<file path="src/design/calclk_pkg.sv">
// ----------------------------------------------------------------------------
// calclk_pkg
// Shared types and calendar constants for the calendar clock counter.
// ----------------------------------------------------------------------------
package calclk_pkg;

    localparam logic [5:0] SEC_MAX      = 6'd59;
    localparam logic [5:0] MIN_MAX      = 6'd59;
    localparam logic [5:0] MIN_SYNC     = 6'd58;
    localparam logic [4:0] HOUR_MAX     = 5'd23;
    localparam logic [3:0] MONTH_MAX    = 4'd12;
    localparam logic [3:0] MONTH_FEB    = 4'd2;
    localparam logic [4:0] DAYS_LONG    = 5'd31;
    localparam logic [4:0] DAYS_SHORT   = 5'd30;
    localparam logic [4:0] DAYS_FEB     = 5'd28;
    localparam logic [4:0] DAYS_FEB_LP  = 5'd29;
    // years since 2000 that are centuries not divisible by 400
    localparam logic [7:0] YEAR_C2100   = 8'd100;
    localparam logic [7:0] YEAR_C2200   = 8'd200;

    localparam logic [5:0] RST_SEC      = 6'd45;
    localparam logic [5:0] RST_MIN      = 6'd9;
    localparam logic [4:0] RST_HOUR     = 5'd9;
    localparam logic [4:0] RST_DAY      = 5'd13;
    localparam logic [3:0] RST_MONTH    = 4'd3;
    localparam logic [7:0] RST_YEAR     = 8'd25;
    localparam logic [4:0] RST_SYNC_HR  = 5'd0;
    localparam logic [5:0] RST_INTERVAL = 6'd2;

    // remainder unit: two quotient bits per step over a six-bit minute
    localparam int unsigned DIV_STEPS = 3;
    localparam logic [1:0]  DIV_LAST  = 2'(DIV_STEPS - 1);

    typedef enum logic [1:0] {
        ST_IDLE,
        ST_DIV,
        ST_DONE
    } t_state;

    typedef struct packed {
        logic step;      // update time, load remainder unit
        logic div_step;  // one remainder iteration
        logic out_load;  // load result register
    } t_dp_cmd;

    typedef struct packed {
        logic div_last;
    } t_dp_sts;

endpackage

</file>
<file path="src/design/calclk_ctrl.sv">
// ----------------------------------------------------------------------------
// calclk_ctrl
// Sequencer: accepts an item, runs the remainder unit, loads the result.
// ----------------------------------------------------------------------------
module calclk_ctrl import calclk_pkg::*; (
    input  logic    i_clk,
    input  logic    i_rst_n,
    input  logic    i_in_valid,
    output logic    o_in_ready,
    output logic    o_out_valid,
    input  logic    i_out_ready,
    input  t_dp_sts i_sts,
    output t_dp_cmd o_cmd
);

    t_state r_state, n_state;
    logic   r_out_valid, n_out_valid;

    always_ff @(posedge i_clk) begin
        if (!i_rst_n) begin
            r_state     <= ST_IDLE;
            r_out_valid <= 1'b0;
        end else begin
            r_state     <= n_state;
            r_out_valid <= n_out_valid;
        end
    end

    always_comb begin
        n_state    = r_state;
        o_cmd      = '0;
        o_in_ready = 1'b0;
        case (r_state)
            ST_IDLE: begin
                o_in_ready = 1'b1;
                if (i_in_valid) begin
                    o_cmd.step = 1'b1;
                    n_state    = ST_DIV;
                end
            end
            ST_DIV: begin
                o_cmd.div_step = 1'b1;
                if (i_sts.div_last) begin
                    n_state = ST_DONE;
                end
            end
            ST_DONE: begin
                if (!r_out_valid || i_out_ready) begin
                    o_cmd.out_load = 1'b1;
                    n_state        = ST_IDLE;
                end
            end
            default: begin
                n_state = ST_IDLE;
            end
        endcase

        if (o_cmd.out_load) begin
            n_out_valid = 1'b1;
        end else if (i_out_ready) begin
            n_out_valid = 1'b0;
        end else begin
            n_out_valid = r_out_valid;
        end
    end

    assign o_out_valid = r_out_valid;

endmodule

</file>
<file path="src/design/calclk_dp.sv">
// ----------------------------------------------------------------------------
// calclk_dp
// Time counters, sync tracking, interval register, remainder unit, result.
// ----------------------------------------------------------------------------
module calclk_dp import calclk_pkg::*; (
    input  logic       i_clk,
    input  logic       i_rst_n,
    input  t_dp_cmd    i_cmd,
    output t_dp_sts    o_sts,
    input  logic       i_advance,
    input  logic       i_cfg_valid,
    input  logic [5:0] i_cfg_data_interval_minutes,
    output logic [5:0] o_second,
    output logic [5:0] o_minute,
    output logic [4:0] o_hour,
    output logic [4:0] o_day,
    output logic [3:0] o_month,
    output logic [7:0] o_year,
    output logic       o_minute_event,
    output logic       o_midnight_event,
    output logic       o_sync_request,
    output logic       o_data_due
);

    function automatic logic [5:0] rem_step(input logic [5:0] rem, input logic b,
                                            input logic [5:0] d);
        logic [6:0] t;
        t = {rem, b};
        if (t >= {1'b0, d}) begin
            t = t - {1'b0, d};
        end
        return t[5:0];
    endfunction

    logic [5:0] r_sec, n_sec;
    logic [5:0] r_min, n_min;
    logic [4:0] r_hour, n_hour;
    logic [4:0] r_day, n_day;
    logic [3:0] r_month, n_month;
    logic [7:0] r_year, n_year;
    logic [4:0] r_sync_hr, n_sync_hr;
    logic [5:0] r_interval;
    logic       r_min_ev, n_min_ev;
    logic       r_mid_ev, n_mid_ev;
    logic       r_sync_ev, n_sync_ev;
    logic [5:0] r_rem, n_rem;
    logic [5:0] r_dvd;
    logic [1:0] r_cnt;
    logic [4:0] month_len;
    logic       leap;

    assign leap = (r_year[1:0] == 2'b00) && (r_year != YEAR_C2100) && (r_year != YEAR_C2200);

    always_comb begin
        if (r_month == MONTH_FEB) begin
            month_len = leap ? DAYS_FEB_LP : DAYS_FEB;
        end else if (r_month inside {4'd4, 4'd6, 4'd9, 4'd11}) begin
            month_len = DAYS_SHORT;
        end else begin
            month_len = DAYS_LONG;
        end
    end

    always_comb begin
        n_sec     = r_sec;
        n_min     = r_min;
        n_hour    = r_hour;
        n_day     = r_day;
        n_month   = r_month;
        n_year    = r_year;
        n_sync_hr = r_sync_hr;
        n_min_ev  = 1'b0;
        n_mid_ev  = 1'b0;
        n_sync_ev = 1'b0;
        if (i_advance) begin
            if (r_sec == SEC_MAX) begin
                n_sec    = '0;
                n_min_ev = 1'b1;
                if (r_min == MIN_MAX) begin
                    n_min = '0;
                    if (r_hour == HOUR_MAX) begin
                        n_hour   = '0;
                        n_mid_ev = 1'b1;
                        if (r_day >= month_len) begin
                            n_day = 5'd1;
                            if (r_month == MONTH_MAX) begin
                                n_month = 4'd1;
                                n_year  = r_year + 8'd1;
                            end else begin
                                n_month = r_month + 4'd1;
                            end
                        end else begin
                            n_day = r_day + 5'd1;
                        end
                    end else begin
                        n_hour = r_hour + 5'd1;
                    end
                end else begin
                    n_min = r_min + 6'd1;
                end
            end else begin
                n_sec = r_sec + 6'd1;
            end
            if ((r_sync_hr != n_hour) && (n_min == MIN_SYNC)) begin
                n_sync_ev = 1'b1;
                n_sync_hr = n_hour;
            end
        end
    end

    assign n_rem = rem_step(rem_step(r_rem, r_dvd[5], r_interval), r_dvd[4], r_interval);
    assign o_sts.div_last = (r_cnt == DIV_LAST);

    always_ff @(posedge i_clk) begin
        if (!i_rst_n) begin
            r_sec      <= RST_SEC;
            r_min      <= RST_MIN;
            r_hour     <= RST_HOUR;
            r_day      <= RST_DAY;
            r_month    <= RST_MONTH;
            r_year     <= RST_YEAR;
            r_sync_hr  <= RST_SYNC_HR;
            r_interval <= RST_INTERVAL;
        end else begin
            if (i_cmd.step) begin
                r_sec     <= n_sec;
                r_min     <= n_min;
                r_hour    <= n_hour;
                r_day     <= n_day;
                r_month   <= n_month;
                r_year    <= n_year;
                r_sync_hr <= n_sync_hr;
            end
            if (i_cfg_valid) begin
                r_interval <= i_cfg_data_interval_minutes;
            end
        end
    end

    always_ff @(posedge i_clk) begin
        if (i_cmd.step) begin
            r_min_ev  <= n_min_ev;
            r_mid_ev  <= n_mid_ev;
            r_sync_ev <= n_sync_ev;
            r_rem     <= '0;
            r_dvd     <= n_min;
            r_cnt     <= '0;
        end else if (i_cmd.div_step) begin
            r_rem <= n_rem;
            r_dvd <= {r_dvd[3:0], 2'b00};
            r_cnt <= r_cnt + 2'd1;
        end
        if (i_cmd.out_load) begin
            o_second         <= r_sec;
            o_minute         <= r_min;
            o_hour           <= r_hour;
            o_day            <= r_day;
            o_month          <= r_month;
            o_year           <= r_year;
            o_minute_event   <= r_min_ev;
            o_midnight_event <= r_mid_ev;
            o_sync_request   <= r_sync_ev;
            o_data_due       <= (r_interval != '0) && (r_rem == '0);
        end
    end

endmodule

</file>
<file path="src/design/calendar_clock_counter_top.sv">
// ----------------------------------------------------------------------------
// calendar_clock_counter_top
// Seconds-resolution calendar clock with minute, midnight, sync and data-due
// indications per transfer.
//
//   channel   direction  handshake                  payload
//   in        input      i_in_valid / o_in_ready    i_advance
//   out       output     o_out_valid / i_out_ready  time fields and events
//   cfg       input      i_cfg_valid / o_cfg_ready  i_cfg_data_interval_minutes
//
// For each item, the accept cycle updates the time, three steps of the
// two-bit-per-step remainder unit compute minute mod interval, and the
// result register is loaded once the out channel can take it.
// A new item is accepted while the previous result waits on the out channel.
// Reset is synchronous; time resets to 09:09:45 on 2025-03-13, interval 2.
// The cfg channel is always ready.
// ----------------------------------------------------------------------------
module calendar_clock_counter_top import calclk_pkg::*; (
    input  logic       i_clk,
    input  logic       i_rst_n,
    input  logic       i_in_valid,
    output logic       o_in_ready,
    input  logic       i_advance,
    output logic       o_out_valid,
    input  logic       i_out_ready,
    output logic [5:0] o_second,
    output logic [5:0] o_minute,
    output logic [4:0] o_hour,
    output logic [4:0] o_day,
    output logic [3:0] o_month,
    output logic [7:0] o_year,
    output logic       o_minute_event,
    output logic       o_midnight_event,
    output logic       o_sync_request,
    output logic       o_data_due,
    input  logic       i_cfg_valid,
    output logic       o_cfg_ready,
    input  logic [5:0] i_cfg_data_interval_minutes
);

    t_dp_cmd cmd;
    t_dp_sts sts;

    assign o_cfg_ready = 1'b1;

    calclk_ctrl u_ctrl (
        .i_clk       (i_clk),
        .i_rst_n     (i_rst_n),
        .i_in_valid  (i_in_valid),
        .o_in_ready  (o_in_ready),
        .o_out_valid (o_out_valid),
        .i_out_ready (i_out_ready),
        .i_sts       (sts),
        .o_cmd       (cmd)
    );

    calclk_dp u_dp (
        .i_clk                       (i_clk),
        .i_rst_n                     (i_rst_n),
        .i_cmd                       (cmd),
        .o_sts                       (sts),
        .i_advance                   (i_advance),
        .i_cfg_valid                 (i_cfg_valid),
        .i_cfg_data_interval_minutes (i_cfg_data_interval_minutes),
        .o_second                    (o_second),
        .o_minute                    (o_minute),
        .o_hour                      (o_hour),
        .o_day                       (o_day),
        .o_month                     (o_month),
        .o_year                      (o_year),
        .o_minute_event              (o_minute_event),
        .o_midnight_event            (o_midnight_event),
        .o_sync_request              (o_sync_request),
        .o_data_due                  (o_data_due)
    );

endmodule

</file>
<file path="config.mk">
export PLATFORM = sky130hd
export DESIGN_NAME = calendar_clock_counter_top
export DESIGN_NICKNAME = d
export VERILOG_FILES = /design/src/design/calclk_pkg.sv /design/src/design/calclk_ctrl.sv /design/src/design/calclk_dp.sv /design/src/design/calendar_clock_counter_top.sv
export SDC_FILE = /design/constraint.sdc
export NUM_CORES = 1
export LEC_CHECK = 0
export BUFFER_PORTS_ARGS = -buffer_cell sky130_fd_sc_hd__buf_4
export CORE_MARGIN = 2
export CORE_UTILIZATION = 29
export DETAILED_ROUTE_END_ITERATION = 16
export PLACE_DENSITY = 0.44
export SYNTH_ARGS = -nofsm -noshare
export SYNTH_HDL_FRONTEND = slang
export SYNTH_SLANG_ARGS = --single-unit
export TNS_END_PERCENT = 20
</file>
<file path="constraint.sdc">
create_clock -name i_clk -period 4.1 [get_ports i_clk]
set_input_delay 0.615 -clock i_clk [delete_from_list [all_inputs] [get_ports i_clk]]
set_output_delay 0.615 -clock i_clk [all_outputs]
set_load 0.03 [all_outputs]
</file>
-- Word level (Yosys, flattened, before mapping)
Index checks and enable logic that the tools add are counted.
- output and inout bits: 41
- logic and storage cells: 110
- register bits after elaboration: 103
- magnitude comparators: 3
- multiplexer cells: 33
- reduce and logical (&&, ||, !) cells: 20
- equal/unequal tests: 19
- add/subtract/negate cells: 9
- operators with widths (kind ; number):
    two-way mux 6 bit ; 9
    two-way mux 5 bit ; 6
    equality test 6 bit, second input constant ; 3
    greater-or-equal comparator 7 x 6 -> 1 bit ; 2
    two-way mux 1 bit ; 13
    adder 6 x 1 -> 6 bit, second input constant ; 2
    equality test 4 bit, second input constant ; 3
    subtractor 6 bit ; 2
    adder 5 x 1 -> 5 bit, second input constant ; 2
    AND reduction 3 bit ; 3
    adder 8 x 1 -> 8 bit, second input constant ; 1
    equality test 4 x 3 -> 1 bit, second input constant ; 2
    inequality test 8 x 7 -> 1 bit, second input constant ; 1
    inequality test 8 bit, second input constant ; 1
    AND reduction 7 bit ; 1
    logical NOT 6 bit ; 1
    two-way mux 2 bit ; 3
    one-hot mux 2 bit (3 select lines) ; 1
    AND reduction 6 bit ; 1
    nonzero test 6 bit ; 1
    equality test 5 bit, second input constant ; 1
    greater-or-equal comparator 5 bit ; 1
    inequality test 5 bit ; 1
    AND reduction 5 bit ; 1
    other kinds (15) ; 22

-- Depth between registers and ports, before layout
- word-level depth: 8
- gate-level depth with buffers: 15
- depth with buffers taken out: 15

-- Hierarchy
A second synthesis with hierarchy kept.
- cells, all modules: 514
- area total of the unflattened synthesis: 5240.0 um^2
- by module, submodules not included (module ; times used ; sequential area each (um^2) ; cells an instance ; area an instance (um^2)):
    calclk_dp ; 1 ; 2472.4 ; 494 ; 5068.6
    calclk_ctrl ; 1 ; 60.1 ; 18 ; 160.2
    calendar_clock_counter_top ; 1 ; 0.0 ; 2 ; 11.3

-- Worst setup path after synthesis
OpenSTA, ideal clock, no wires.
- path kind: flip-flop to flip-flop
- from: register u_dp.r_interval[1]
- to: register u_dp.r_rem[0]
- stages on the path, launching flop included: 16
- data arrival time: 3668 ps
- period minus slack after synthesis: 3785 ps
- required time: 3983 ps
- path buffers: 0
- setup slack: 315 ps
- path through: dfxtp_1 inv_1 ha_1 nor2b_1 o31a_1 o31a_1 nor2_1 mux2i_1 ha_1 nor2b_1 nor3_1 o21bai_1 o221a_2 nor3_2 mux2i_1 a22o_1
- longest elaborated chain between the ends: 4
- ends and longest elaborated chain (element ; line ; source):
    from (decl) ; calclk_dp.sv:42 ; logic [5:0] r_interval;
    from (signal assigned) ; calclk_dp.sv:135 ; r_interval <= i_cfg_data_interval_minutes;
    subtractor 6 bit / greater-or-equal comparator 7 x 6 -> 1 bit (equally long branches) ; calclk_dp.sv:30, calclk_dp.sv:29 ;
    two-way mux 6 bit ; calclk_dp.sv:29 ; if (t >= {1'b0, d}) begin
    greater-or-equal comparator 7 x 6 -> 1 bit * ; calclk_dp.sv:29 ;
    two-way mux 6 bit * ; calclk_dp.sv:29 ;
    to (signal assigned) ; calclk_dp.sv:149 ; r_rem <= n_rem;
    to (decl) ; calclk_dp.sv:46 ; logic [5:0] r_rem, n_rem;
Every way passes the cells marked *; elsewhere a longest branch is shown, timed or not.
A chain may end at the register's enable or synchronous reset.

-- Worst setup path after layout
Same ends and word-level chain as after synthesis.

==> results.ini <==
[logic_synthesis]
synthMuxAreaShare_pct=5.06
synth-compound-area-share_pct=12.8
synthFlopType=dfxtp_1
ys_warn_count=0
synthAdderAreaFrac_pct=6.90
synth_nets=531
synth_top_area_cell=edfxtp_1
synthArstFlopShare_pct=0
syn-cell-area_um2=5110
synth_top_family_by_area=simple AND/OR/NAND/NOR gates
yosys-top-cells-area=edfxtp_1, dfxtp_1, ha_1
ys_ff_latch=103
synth-xor-area-share_pct=4.77
syn-mean-instance-area_um2=10.4
seq_area_frac_synth_pct=49.5
syn_inst=492
synth-edff-count=47
ys_types=62
yosys.area_share.simple_pct=17.2
yosysTopAreaCellShare_pct=27.6

[power]
powerDensity_nw_per_um2=518
p_sw_share_pct=31.1
switchingPower_mw=0.984
combinationalPowerShare_pct=32.0
p_leak_nw=2.31
p_int_mw=2.18
fin_total_pwr_mw=3.16
clkPwrFrac_pct=29.7
power_frac_seq_pct=38.3
peakVddDrop_mv=0.254

[worst_setup_path]
path_cells=inv_1 -> ha_1 -> nor2b_1 -> o31a_1 -> o31a_1 -> nor2_2 -> mux2_2 -> ha_1 -> o21ai_0 -> o21bai_1 -> o221a_2 -> nor3_2 -> buf_4 -> mux2i_1 -> a22o_1
start_kind=flip-flop
cp_slowest_stage_delay_ns=0.39
critPathArrivalTime_ns=4.13
path_class=flip-flop to flip-flop
rrSetupSlack_ns=0.27
crit_family=compound AO/OA/AOI/OAI gates
cp_slowest_cell=mux2_2
crit_buf_inv=2
required_ns=4.40
crit_path_end_kind=flip-flop
crit_fanout=7

[drt]
drc=0
via_per_inst=4.82
dr.first_iter.drc_count=231
drtAntennaViolNets=0
wl_mm=11.5
drt_first_pass_iters=4
vias=3727
routedWlPerCell_um=14.8

[cts]
cts_setup_buffers=0
numClockSinks=103
clk_latency_ns=0.35
root_buffer=clkbuf_16
clockBufferDepth=2
cts_tree=yes
clk_pin_slew_worst_paths_ns=0.07
ctsHoldBuffers=0
cts-resized-gates=0
cts_max_level=3
numCtsBuffers=9

[grt]
grt_usage_pct=12.7
grt_max_degree=29
grt_pass1_wl_mm=18.2
gr-total-overflow=0
grt_pass1_vias=3550
antenna_found_initial=0

[place]
io_buffers=51
dp_hpwl_mm=8.21
place_congestion=0.800
pre_cts_slack_ns=0.280
post_dp_cell_area_um2=5750

[timing]
tightest_slew_ns=0.939
fmax_ghz=0.261
slew_violations=0
min_period_ns=3.83
finalClockSkew_ns=0.00808
setup_ws_ns=0.272
setup_viol=0
slew_headroom_pct=37.3
min_period_over_period_pct=93.4
whs_ns=0.430
setup_tns_ns=0
finalHoldViolCount=0

[floorplanning]
rows=48
initial_core_util_pct=29.6
fp.dieArea_um2=18700
ios=53
die_w_um=137
core_um2=17300
fp.dieH_um=137

[run_status]
status=finished clean

[worst_hold_path]
holdCritPathClass=flip-flop to flip-flop

[layout]
final_cell_mix=buf_4, dfxtp_1, nand2_1
layout_commonest_cell=buf_4
synthToLayoutAreaGrowth_pct=19.3
fillers=1771
finish.instance_area_um2=6100
nets=582
drive_above_1_share_pct=17.7
diodes=0

[job]
drv_cap=0

## worst register-to-register path, stage by stage, from the launching register on
cell and delay [ns]:
dfxtp_1 0.35, inv_1 0.13, ha_1 0.31, nor2b_1 0.15
o31a_1 0.26, o31a_1 0.27, nor2_2 0.26, mux2_2 0.39
ha_1 0.35, o21ai_0 0.25, o21bai_1 0.12, o221a_2 0.26
nor3_2 0.14, buf_4 0.19, mux2i_1 0.21, a22o_1 0.14
## final timing paths
kind,startpoint,to,cells past startpoint
setup / recovery,u_dp.r_interval[1],u_dp.r_rem[0],15
hold / removal,u_dp.r_min_ev,u_dp.o_minute_event,0
hold reg to reg,u_dp.r_min_ev,u_dp.o_minute_event,0
setup reg to reg,u_dp.r_interval[1],u_dp.r_rem[0],15
## cells in the mapped netlist, types with 3 or more instances
cell      count
dfxtp_1      56
nand2_1      48
edfxtp_1     47
nor2_1       37
inv_1        29
o21ai_0      26
ha_1         25
a21oi_1      24
mux2i_1      18
xnor2_1      15
clkbuf_1     11
nand3_1      11
xor2_1       11
nand4_1       9
a211oi_1      8
nand2b_1      8
nor3_1        8
nor2b_1       6
o211ai_1      6
and3_1        5
mux2_2        5
nor4_1        5
o21ai_1       5
a211oi_2      4
nor3b_1       4
or4_1         4
a21o_1        3
buf_2         3
buf_4         3
o22ai_1       3
o31a_1        3
or3_1         3
## kinds of logic (layout without fill, tap and decap cells)
family | after synthesis | in the layout
AOI/OAI and AO/OA | 100 | 100
xor gates and xnor gates | 27 | 27
adders and majority gates | 27 | 27
buffers and inverters | 46 | 102
DFF | 103 | 103
muxes | 24 | 24
other | 1 | 1
and+or+nand+nor | 164 | 164
## sequential cells by signal, summed over array words and instances (netlist names), 2 cells and up
| signal | count |
|---|---|
| u_dp.r_dvd | 6 |
| u_dp.r_hour | 5 |
| u_dp.r_day | 5 |
| u_dp.r_year | 8 |
| u_dp.r_min | 6 |
| u_dp.o_hour | 5 |
| u_dp.o_month | 4 |
| u_dp.r_sync_hr | 5 |
| u_dp.r_cnt | 2 |
| u_dp.r_rem | 6 |
| u_dp.o_minute | 6 |
| u_dp.r_month | 4 |
| u_dp.o_second | 6 |
| u_dp.o_day | 5 |
| u_dp.o_year | 8 |
| u_dp.r_sec | 6 |
| u_ctrl.r_state | 2 |
| u_dp.r_interval | 6 |
## routing by layer
metal,vias up,part of all wire [%],track usage [%]
met2,72,46,19.7
met5,-,0,0
li1,1883,-,-
met3,13,3.6,2.07
met4,0,1.8,5.38
met1,1759,48,17.5
## metrics by stage
stage	std cells	utilization, %
after floorplan	492	-
after global placement	757	33.3
after detailed placement	757	33.3
after CTS	773	35.2
after global routing	773	35.3
final	773	35.3
## final cells by class
type	count	area [um2]	share of cell area, %
timing repair buffer	57	428	7.01
tap	225	282	4.61
clock buffer	12	279	4.57
sequential	103	2530	41.5
clock inverter	4	55.1	0.902
multi-input combinational	343	2420	39.6
inverter	29	109	1.78
## power by group through the flow
stage                     sequential (mW)  clock [mW]  combinational, mW
final                                1.21       0.939               1.01
after floorplan                      1.24           0              0.725
after detailed placement             1.23           0              0.985
after global placement               1.23           0              0.960
after CTS                            1.21       0.973              0.993
after global routing                 1.22        1.01               1.12
No activity file was read; power rests on OpenSTA's default activity.
